`src/rtl/fdd_pkg.sv`:
```
`default_nettype none

package fdd_pkg;

    localparam int SAMPLE_WIDTH = 16;
    localparam int DERIV_WIDTH  = 23;
    localparam int QUEUE_DEPTH  = 4;
    localparam int SEEN_WIDTH   = 3;
    localparam int WINDOW_TAPS  = 5;

    localparam logic [SEEN_WIDTH-1:0] SEEN_PAIR = 3'd3;
    localparam logic [SEEN_WIDTH-1:0] SEEN_MID  = 3'd4;
    localparam logic [SEEN_WIDTH-1:0] SEEN_MAX  = 3'd5;

    localparam int OUT_MAX = 4194303;
    localparam int OUT_MIN = -4194304;

    // What one accepted sample asks of the back end.
    typedef struct packed {
        logic is_short;
        logic pair;
        logic mid;
        logic end_seq;
    } t_job_flags;

    typedef enum logic [2:0] {
        OP_FIRST,
        OP_SECOND,
        OP_MID,
        OP_PENULT,
        OP_FINAL,
        OP_SHORT
    } t_op;

endpackage

`default_nettype wire

```
`src/rtl/fdd_queue.sv`:
```
`default_nettype none

module fdd_queue #(
    parameter int DATA_W = 84,
    parameter int DEPTH  = fdd_pkg::QUEUE_DEPTH
) (
    input  wire logic              i_clk,
    input  wire logic              i_rst_n,
    input  wire logic              i_push,
    input  wire logic [DATA_W-1:0] i_data,
    output logic                   o_full,
    input  wire logic              i_pop,
    output logic                   o_valid,
    output logic [DATA_W-1:0]      o_data
);

    localparam int PTR_W = (DEPTH > 1) ? $clog2(DEPTH) : 1;
    localparam int CNT_W = $clog2(DEPTH + 1);

    logic [DATA_W-1:0] r_mem [DEPTH];
    logic [PTR_W-1:0]  r_wr;
    logic [PTR_W-1:0]  r_rd;
    logic [CNT_W-1:0]  r_cnt;
    logic              do_push;
    logic              do_pop;

    assign o_full  = (r_cnt == CNT_W'(DEPTH));
    assign o_valid = (r_cnt != '0);
    assign o_data  = r_mem[r_rd];
    assign do_push = i_push && !o_full;
    assign do_pop  = i_pop && o_valid;

    always_ff @(posedge i_clk) begin
        if (do_push) begin
            r_mem[r_wr] <= i_data;
        end
    end

    always_ff @(posedge i_clk) begin
        if (!i_rst_n) begin
            r_wr  <= '0;
            r_rd  <= '0;
            r_cnt <= '0;
        end else begin
            if (do_push) begin
                r_wr <= (r_wr == PTR_W'(DEPTH - 1)) ? '0 : r_wr + 1'b1;
            end
            if (do_pop) begin
                r_rd <= (r_rd == PTR_W'(DEPTH - 1)) ? '0 : r_rd + 1'b1;
            end
            if (do_push && !do_pop) begin
                r_cnt <= r_cnt + 1'b1;
            end else if (do_pop && !do_push) begin
                r_cnt <= r_cnt - 1'b1;
            end
        end
    end

endmodule

`default_nettype wire

```
`src/rtl/fdd_front.sv`:
```
`default_nettype none

module fdd_front #(
    parameter int SAMPLE_WIDTH = fdd_pkg::SAMPLE_WIDTH
) (
    input  wire logic                    i_clk,
    input  wire logic                    i_rst_n,
    input  wire logic                    i_valid,
    output logic                         o_ready,
    input  wire logic [SAMPLE_WIDTH-1:0] i_sample,
    input  wire logic                    i_end_of_sequence,
    input  wire logic                    i_full,
    output logic                         o_push,
    output fdd_pkg::t_job_flags          o_flags,
    output logic [fdd_pkg::WINDOW_TAPS-1:0][SAMPLE_WIDTH-1:0] o_window
);

    localparam int TAPS = fdd_pkg::WINDOW_TAPS;

    // Previous samples, index 0 is the oldest.
    logic [TAPS-2:0][SAMPLE_WIDTH-1:0] r_hist;
    logic [fdd_pkg::SEEN_WIDTH-1:0]    r_seen;
    logic                              accept;
    logic                              is_short;

    assign o_ready  = !i_full;
    assign accept   = i_valid && !i_full;

    always_comb begin
        for (int k = 0; k < TAPS - 1; k++) begin
            o_window[k] = r_hist[k];
        end
        o_window[TAPS-1] = i_sample;
    end

    assign is_short        = i_end_of_sequence && (r_seen < fdd_pkg::SEEN_PAIR);
    assign o_flags.is_short = is_short;
    assign o_flags.pair     = !is_short && (r_seen == fdd_pkg::SEEN_PAIR);
    assign o_flags.mid      = !is_short && (r_seen >= fdd_pkg::SEEN_MID);
    assign o_flags.end_seq  = i_end_of_sequence && !is_short;
    assign o_push = accept && (o_flags.is_short || o_flags.pair || o_flags.mid);

    always_ff @(posedge i_clk) begin
        if (accept) begin
            for (int k = 0; k < TAPS - 1; k++) begin
                r_hist[k] <= o_window[k+1];
            end
        end
    end

    // The sample count restarts after every end mark; stale window contents are
    // never read because a stencil needs at least four fresh samples.
    always_ff @(posedge i_clk) begin
        if (!i_rst_n) begin
            r_seen <= '0;
        end else if (accept) begin
            if (i_end_of_sequence) begin
                r_seen <= '0;
            end else if (r_seen < fdd_pkg::SEEN_MAX) begin
                r_seen <= r_seen + 1'b1;
            end
        end
    end

endmodule

`default_nettype wire

```
`src/rtl/fdd_back.sv`:
```
`default_nettype none

module fdd_back #(
    parameter int SAMPLE_WIDTH = fdd_pkg::SAMPLE_WIDTH
) (
    input  wire logic                   i_clk,
    input  wire logic                   i_rst_n,
    input  wire logic                   i_job_valid,
    input  wire fdd_pkg::t_job_flags    i_flags,
    input  wire logic [fdd_pkg::WINDOW_TAPS-1:0][SAMPLE_WIDTH-1:0] i_window,
    output logic                        o_pop,
    output logic                        o_valid,
    input  wire logic                   i_ready,
    output logic [fdd_pkg::DERIV_WIDTH-1:0] o_derivative_x12,
    output logic                        o_last_result,
    output logic                        o_too_short
);

    localparam int DW    = fdd_pkg::DERIV_WIDTH;
    localparam int TAPS  = fdd_pkg::WINDOW_TAPS;
    // Stencil coefficients sum to at most 80 in magnitude.
    localparam int ACC_W = SAMPLE_WIDTH + 8;
    localparam int SAT_W = (ACC_W > DW) ? ACC_W : DW;
    localparam logic signed [SAT_W-1:0] LIM_MAX = SAT_W'(fdd_pkg::OUT_MAX);
    localparam logic signed [SAT_W-1:0] LIM_MIN = SAT_W'(fdd_pkg::OUT_MIN);

    logic [1:0]              r_sub;
    logic [1:0]              last_sub;
    logic                    load;
    logic                    last_op;
    fdd_pkg::t_op            op;
    logic signed [ACC_W-1:0] w [TAPS];
    logic signed [ACC_W-1:0] acc;
    logic signed [SAT_W-1:0] acc_x;
    logic signed [SAT_W-1:0] sat;

    logic                    r_valid;
    logic [DW-1:0]           r_deriv;
    logic                    r_last;
    logic                    r_short;

    always_comb begin
        for (int k = 0; k < TAPS; k++) begin
            w[k] = ACC_W'($signed(i_window[k]));
        end
    end

    // Order of results for one job: forward pair or centered value, then the
    // backward pair if the sequence ends there; a short job has one result.
    always_comb begin
        op       = fdd_pkg::OP_SHORT;
        last_sub = 2'd0;
        if (i_flags.is_short) begin
            op       = fdd_pkg::OP_SHORT;
            last_sub = 2'd0;
        end else if (i_flags.pair) begin
            last_sub = i_flags.end_seq ? 2'd3 : 2'd1;
            unique case (r_sub)
                2'd0:    op = fdd_pkg::OP_FIRST;
                2'd1:    op = fdd_pkg::OP_SECOND;
                2'd2:    op = fdd_pkg::OP_PENULT;
                default: op = fdd_pkg::OP_FINAL;
            endcase
        end else begin
            last_sub = i_flags.end_seq ? 2'd2 : 2'd0;
            unique case (r_sub)
                2'd0:    op = fdd_pkg::OP_MID;
                2'd1:    op = fdd_pkg::OP_PENULT;
                default: op = fdd_pkg::OP_FINAL;
            endcase
        end
    end

    always_comb begin
        unique case (op)
            fdd_pkg::OP_FIRST:
                acc = -(w[1] <<< 4) - (w[1] <<< 2) - (w[1] <<< 1)
                      + (w[2] <<< 5) + (w[2] <<< 2)
                      - (w[3] <<< 4) - (w[3] <<< 1)
                      + (w[4] <<< 2);
            fdd_pkg::OP_SECOND:
                acc = -(w[1] <<< 2)
                      - (w[2] <<< 2) - (w[2] <<< 1)
                      + (w[3] <<< 3) + (w[3] <<< 2)
                      - (w[4] <<< 1);
            fdd_pkg::OP_MID:
                acc = w[0] - (w[1] <<< 3) + (w[3] <<< 3) - w[4];
            fdd_pkg::OP_PENULT:
                acc = (w[1] <<< 1)
                      - (w[2] <<< 3) - (w[2] <<< 2)
                      + (w[3] <<< 2) + (w[3] <<< 1)
                      + (w[4] <<< 2);
            fdd_pkg::OP_FINAL:
                acc = -(w[1] <<< 2)
                      + (w[2] <<< 4) + (w[2] <<< 1)
                      - (w[3] <<< 5) - (w[3] <<< 2)
                      + (w[4] <<< 4) + (w[4] <<< 2) + (w[4] <<< 1);
            default:
                acc = '0;
        endcase
    end

    assign acc_x = SAT_W'(acc);

    always_comb begin
        priority if (acc_x > LIM_MAX) begin
            sat = LIM_MAX;
        end else if (acc_x < LIM_MIN) begin
            sat = LIM_MIN;
        end else begin
            sat = acc_x;
        end
    end

    assign load    = i_job_valid && (!r_valid || i_ready);
    assign last_op = (r_sub == last_sub);
    assign o_pop   = load && last_op;

    always_ff @(posedge i_clk) begin
        if (!i_rst_n) begin
            r_valid <= 1'b0;
            r_sub   <= '0;
        end else begin
            if (load) begin
                r_valid <= 1'b1;
                r_sub   <= last_op ? 2'd0 : r_sub + 1'b1;
            end else if (i_ready) begin
                r_valid <= 1'b0;
            end
        end
    end

    always_ff @(posedge i_clk) begin
        if (load) begin
            r_deriv <= sat[DW-1:0];
            r_last  <= (op == fdd_pkg::OP_FINAL) || (op == fdd_pkg::OP_SHORT);
            r_short <= (op == fdd_pkg::OP_SHORT);
        end
    end

    assign o_valid          = r_valid;
    assign o_derivative_x12 = r_deriv;
    assign o_last_result    = r_last;
    assign o_too_short      = r_short;

endmodule

`default_nettype wire

```
`src/rtl/finite_difference_derivative_unit.sv`:
```
`default_nettype none
// A sample's results pass through the job queue and then the back end's output register.
// Throughput: one sample per cycle, and one result per cycle while the receiver is ready;
// an end mark adds up to two extra results, drained by the back end while the 4-entry job
// queue absorbs input. Input stalls only when that queue is full.
// Reset (synchronous, active low) empties the queue, the output register and the count.

module finite_difference_derivative_unit #(
    parameter int SAMPLE_WIDTH = fdd_pkg::SAMPLE_WIDTH
) (
    input  wire logic                    i_clk,
    input  wire logic                    i_rst_n,
    input  wire logic                    i_valid,
    output logic                         o_ready,
    input  wire logic [SAMPLE_WIDTH-1:0] i_sample,
    input  wire logic                    i_end_of_sequence,
    output logic                         o_valid,
    input  wire logic                    i_ready,
    output logic [fdd_pkg::DERIV_WIDTH-1:0] o_derivative_x12,
    output logic                         o_last_result,
    output logic                         o_too_short
);

    localparam int TAPS   = fdd_pkg::WINDOW_TAPS;
    localparam int FLAG_W = $bits(fdd_pkg::t_job_flags);
    localparam int WIN_W  = TAPS * SAMPLE_WIDTH;
    localparam int DATA_W = FLAG_W + WIN_W;

    fdd_pkg::t_job_flags                 front_flags;
    fdd_pkg::t_job_flags                 back_flags;
    logic [TAPS-1:0][SAMPLE_WIDTH-1:0]   front_window;
    logic [TAPS-1:0][SAMPLE_WIDTH-1:0]   back_window;
    logic                                push;
    logic                                full;
    logic                                pop;
    logic                                job_valid;
    logic [DATA_W-1:0]                   q_in;
    logic [DATA_W-1:0]                   q_out;

    fdd_front #(
        .SAMPLE_WIDTH(SAMPLE_WIDTH)
    ) u_front (
        .i_clk            (i_clk),
        .i_rst_n          (i_rst_n),
        .i_valid          (i_valid),
        .o_ready          (o_ready),
        .i_sample         (i_sample),
        .i_end_of_sequence(i_end_of_sequence),
        .i_full           (full),
        .o_push           (push),
        .o_flags          (front_flags),
        .o_window         (front_window)
    );

    assign q_in = {front_flags, front_window};

    fdd_queue #(
        .DATA_W(DATA_W),
        .DEPTH (fdd_pkg::QUEUE_DEPTH)
    ) u_queue (
        .i_clk  (i_clk),
        .i_rst_n(i_rst_n),
        .i_push (push),
        .i_data (q_in),
        .o_full (full),
        .i_pop  (pop),
        .o_valid(job_valid),
        .o_data (q_out)
    );

    assign back_flags  = q_out[DATA_W-1:WIN_W];
    assign back_window = q_out[WIN_W-1:0];

    fdd_back #(
        .SAMPLE_WIDTH(SAMPLE_WIDTH)
    ) u_back (
        .i_clk           (i_clk),
        .i_rst_n         (i_rst_n),
        .i_job_valid     (job_valid),
        .i_flags         (back_flags),
        .i_window        (back_window),
        .o_pop           (pop),
        .o_valid         (o_valid),
        .i_ready         (i_ready),
        .o_derivative_x12(o_derivative_x12),
        .o_last_result   (o_last_result),
        .o_too_short     (o_too_short)
    );

endmodule

`default_nettype wire

```
`config.mk`:
```
export PLATFORM = sky130hd
export DESIGN_NAME = finite_difference_derivative_unit
export DESIGN_NICKNAME = d
export VERILOG_FILES = /design/src/rtl/fdd_pkg.sv /design/src/rtl/fdd_queue.sv /design/src/rtl/fdd_front.sv /design/src/rtl/fdd_back.sv /design/src/rtl/finite_difference_derivative_unit.sv
export SDC_FILE = /design/constraint.sdc
export NUM_CORES = 1
export LEC_CHECK = 0
export ABC_CLOCK_PERIOD_IN_PS = 11700
export BUFFER_PORTS_ARGS = -buffer_cell sky130_fd_sc_hd__clkbuf_2
export CAP_MARGIN = 10
export CORE_MARGIN = 1
export CORE_UTILIZATION = 25
export DETAILED_ROUTE_END_ITERATION = 10
export HOLD_SLACK_MARGIN = 0.05
export SYNTH_ARGS = -nofsm -noshare
export SYNTH_HDL_FRONTEND = slang
export SYNTH_HIERARCHICAL = 1
export SYNTH_SLANG_ARGS = --single-unit
```
`constraint.sdc`:
```
create_clock -name i_clk -period 11.7 [get_ports i_clk]
set_clock_uncertainty 0.1 [all_clocks]
set_input_delay 1.17 -clock i_clk [delete_from_list [all_inputs] [get_ports i_clk]]
set_output_delay 1.17 -clock i_clk [all_outputs]
set_load 0.01 [all_outputs]
```
### After elaboration in Yosys (flattened, before gate mapping)

Memory sizes are Yosys's and may differ from the RTL's. A register that Yosys moved wholly into a read port is not among the register bits.
Index checks and enable logic that the tools add are counted.

* register bits: 102
* bits in writable memories: 336
* memories: 1
* input bits: 21
* ROM bits: 0
* output and inout port bits: 27
* bits in latches: 0

Memories
* u_queue.r_mem: words 4, bits a word 84, rd ports 1, clocked after memory_dff 1, wr ports 1, line fdd_queue.sv:20 `logic [DATA_W-1:0] r_mem [DEPTH];`

* multipliers: 0
* add/sub/neg operators: 35
* bitwise gates (word level): 0
* multiplexer cells: 23
* shifts and indexed selects: 0
* divide/modulo/power cells: 0
* order comparisons: 5
* reduce and logical (&&, ||, !) cells: 28
* equal/unequal tests: 12

Operators with widths (number)
* adder 24 x 18 -> 24 bit: 6
* case mux 24 bit (5 select lines): 1
* subtractor 24 x 17 -> 24 bit: 4
* adder 24 x 17 -> 24 bit: 3
* subtractor 24 x 18 -> 24 bit: 3
* adder 24 x 20 -> 24 bit: 2
* adder 24 x 19 -> 24 bit: 1
* adder 24 x 21 -> 24 bit: 1
* greater-than comparator 24 x 23 -> 1 bit (second input constant): 1
* less-than comparator 24 x 23 -> 1 bit (second input constant): 1
* negator 18 -> 24 bit: 1
* negator 20 -> 24 bit: 1
* subtractor 24 x 16 -> 24 bit: 1
* subtractor 24 x 20 -> 24 bit: 1
* subtractor 24 x 21 -> 24 bit: 1
* 2-to-1 mux 23 bit: 1
* adder 20 x 19 -> 21 bit: 1
* subtractor 20 x 18 -> 21 bit: 1
* subtractor 16 x 19 -> 20 bit: 1
* subtractor 17 x 19 -> 20 bit: 1
* 2-to-1 mux 2 bit: 9
* 2-to-1 mux 3 bit: 6
* logical AND 1 bit: 12
* equality test 3 x 2 -> 1 bit (second input constant): 3
* 21 further kinds: 40

### Logic depth before layout (Yosys ltp)

* word-level depth: 12
* gate-level depth with buffers: 27
* gate-level depth less buffers: 24

### Hierarchy

Netlist, hierarchy kept.

Modules (own cells, without submodules)
* fdd_back: area an instance 16883.7 µm², times used 1, cells each 1756
* fdd_queue: area an instance 12594.6 µm², times used 1, cells each 489
* fdd_front: area an instance 2268.4 µm², times used 1, cells each 110

### Least setup slack after synthesis

OpenSTA, ideal clock, no wires.

* kind: register -> register
* from: register (tool-made name)
* to: register u_back.r_deriv[17], in the netlist u_back/o_derivative_x12[17] (data pin)
* required time: 11339 ps
* setup slack: 4677 ps
* cell stages (with the launch flop): 27
* arrival: 6662 ps
* library setup time: 261 ps
* period minus slack after synthesis: 7023 ps
* buffers on the path: 3
* path through: dfxtp_1 > buf_6 > buf_6 > mux4_2 > inv_1 > ha_1 > nor2b_1 > nand4_1 > nor2_1 > nand3_1 > xnor2_1 > fa_1 > fa_1 > inv_1 > fa_1 > fa_1 > inv_1 > ha_1 > a21oi_1 > o211ai_1 > a41oi_2 > o21ai_2 > a31oi_4 > xnor2_1 > a2111o_1 > buf_6 > maj3_2

RTL lines
* end signal: assignment: line fdd_back.sv:135 `r_deriv <= sat[DW-1:0];`
* end: declaration: line fdd_back.sv:38 `logic [DW-1:0] r_deriv;`

==> metrics.cfg <==
[status]
outcome=completed

[layout]
final_area_um2=35200
utilization=0.280
nets=2978
drive_above_1_share=0.106
syn2layout_area_growth_pct=11.3

[setup_path]
crit_path_max_incr_delay_ps=780
cp_common_cell=fa_1
cp_top_family=adder cells
crit_type=reg2reg
critPathMaxFanout=32
crit_buf_inv=4
cp.arrival_ps=8780
crit_chain=buf_4, mux4_2, inv_1, ha_1, nand4_1, nor2_1, nand3_1, xnor2_1, fa_1, fa_1, inv_1, fa_1, fa_1, inv_1, ha_1, a21oi_1, o211ai_1, a41oi_2, o21ai_2, a31oi_4, xnor2_1, a2111o_1, maj3_1
worst_path_max_delay_cell=dfxtp_4
cp-start-kind=flop
cp-end-kind=flop
cp_data_required_time_ps=11940

[detailed_routing]
dr.pass1.iters=6
vias=18300
dr.first_iter.drc_count=1424
detail-route-antenna-nets=0
drc=0
wl_per_cell_um=19.4
via_per_inst=4.46
wl_um=79300

[timing]
finalMaxSlewViolations=0
fmax_mhz=117
finalSetupViolCount=0
period_minus_slack_ps=8540
fin_setup_tns_ps=0
hold_viol=0
fin_crit_sh=0.730
slew-limit-headroom=0.168
rsz0062_at_grt=false
tightestPinTransition_ps=1250

[placed_design]
numPortBuffers=47
place_congestion=0.907
place_hpwl_um=62000
place_area_um2=33700

[yosys]
syn_inst=2349
yosys_warnings=6
avgSynthCellArea_um2=13.5
synthesis.nets=2918
syn_area_um2=31600

[grt]
grt_max_degree=65
grt-ovfl-total=0
track_usage=0.125
grt_pass1_wl_um=120000
grt_pass1_vias=19400
grt_antenna_before_repair=10

[floorplanning]
die_y_um=358
rows=130
core_area_um2=126000
ioPinCount=48
die-area_um2=128000
die_w_um=358
start_util=0.252

[min_path]
min_path_type=reg2reg

[cts]
cts.sinks=436
cts_resized=0
clock_latency_ps=590
cts_buffers=45
cts_tree=yes
cts-htree-levels=2
cts_buffer_depth=3
root_buffer=clkbuf_16
hold_buffers=0
clk_pin_slew_worst_paths_ps=60
cts_setup_buffers=0

[flow_run]
drv_cap=0

worst reg2reg max path, stage by stage (launching register included):
cell      delay (ps)
dfxtp_4          780
buf_4            520
mux4_2           630
inv_1            310
ha_1             240
nand4_1          220
nor2_1           460
nand3_1          170
xnor2_1          260
fa_1             490
fa_1             540
inv_1             50
fa_1             460
fa_1             490
inv_1             40
ha_1             360
a21oi_1          170
o211ai_1         110
a41oi_2          230
o21ai_2          130
a31oi_4          190
xnor2_1          120
a2111o_1         760
maj3_1           480
per-stage QoR:
stage	instances	setup WS, ps	hold slack, ps
after detailed placement	4012	3100	385
final	4095	3160	378
after global routing	4094	2750	389
after floorplan	2349	4680	359
after global placement	4012	3110	375
after CTS	4094	3100	364
final timing paths:
check,from,cells after the start,end,slack (ps)
worst max-delay path,flop,23,u_back/o_derivative_x12[16],3160
worst min-delay path,u_front/o_window[11],0,u_queue/r_mem[1][11],380
worst max register to register,flop,23,u_back/o_derivative_x12[16],3160
worst min register to register,u_front/o_window[11],0,u_queue/r_mem[1][11],380
placed cells by master, fill, tap and decap left out, drive strengths merged, types with 37 or more instances in the layout:
master and n:
inv 501, edfxtp 421, fa 376, ha 172
clkbuf 107, mux4 83, a21oi 74, xnor2 69
nor2 69, nand2 67, o21ai 58, a21o 38
xor2 37
layout make-up:
cell class                 instances  area (µm²)
clock buffer                      60        1230
timing repair buffer              64         363
multi-input combinational       1364       16400
inverter                         498        1870
fill                           12800       90400
antenna                            1        2.50
sequential                       436       12900
tap                             1650        2060
clock inverter                    22         234
sequential cells by signal (all words and copies together) (netlist names), 2 cells and up, named ones only:
signal and count:
u_queue/r_mem 332, u_queue/r_wr 2, u_queue/r_cnt 3, u_front/r_seen 3, u_front/o_window 64, u_queue/r_rd 2, u_back/r_sub 2, u_back/o_derivative_x12 23
routing by layer:
layer	up-vias	share of wire	global-route usage
li1	8167	-	-
met1	9423	0.47	0.177
met2	551	0.43	0.185
met3	124	0.077	0.0345
met4	18	0.021	0.0322
met5	-	0.0013	0
Power is not shown: default switching activity piles up to over one toggle a cycle in this logic, so the estimate is an artifact.
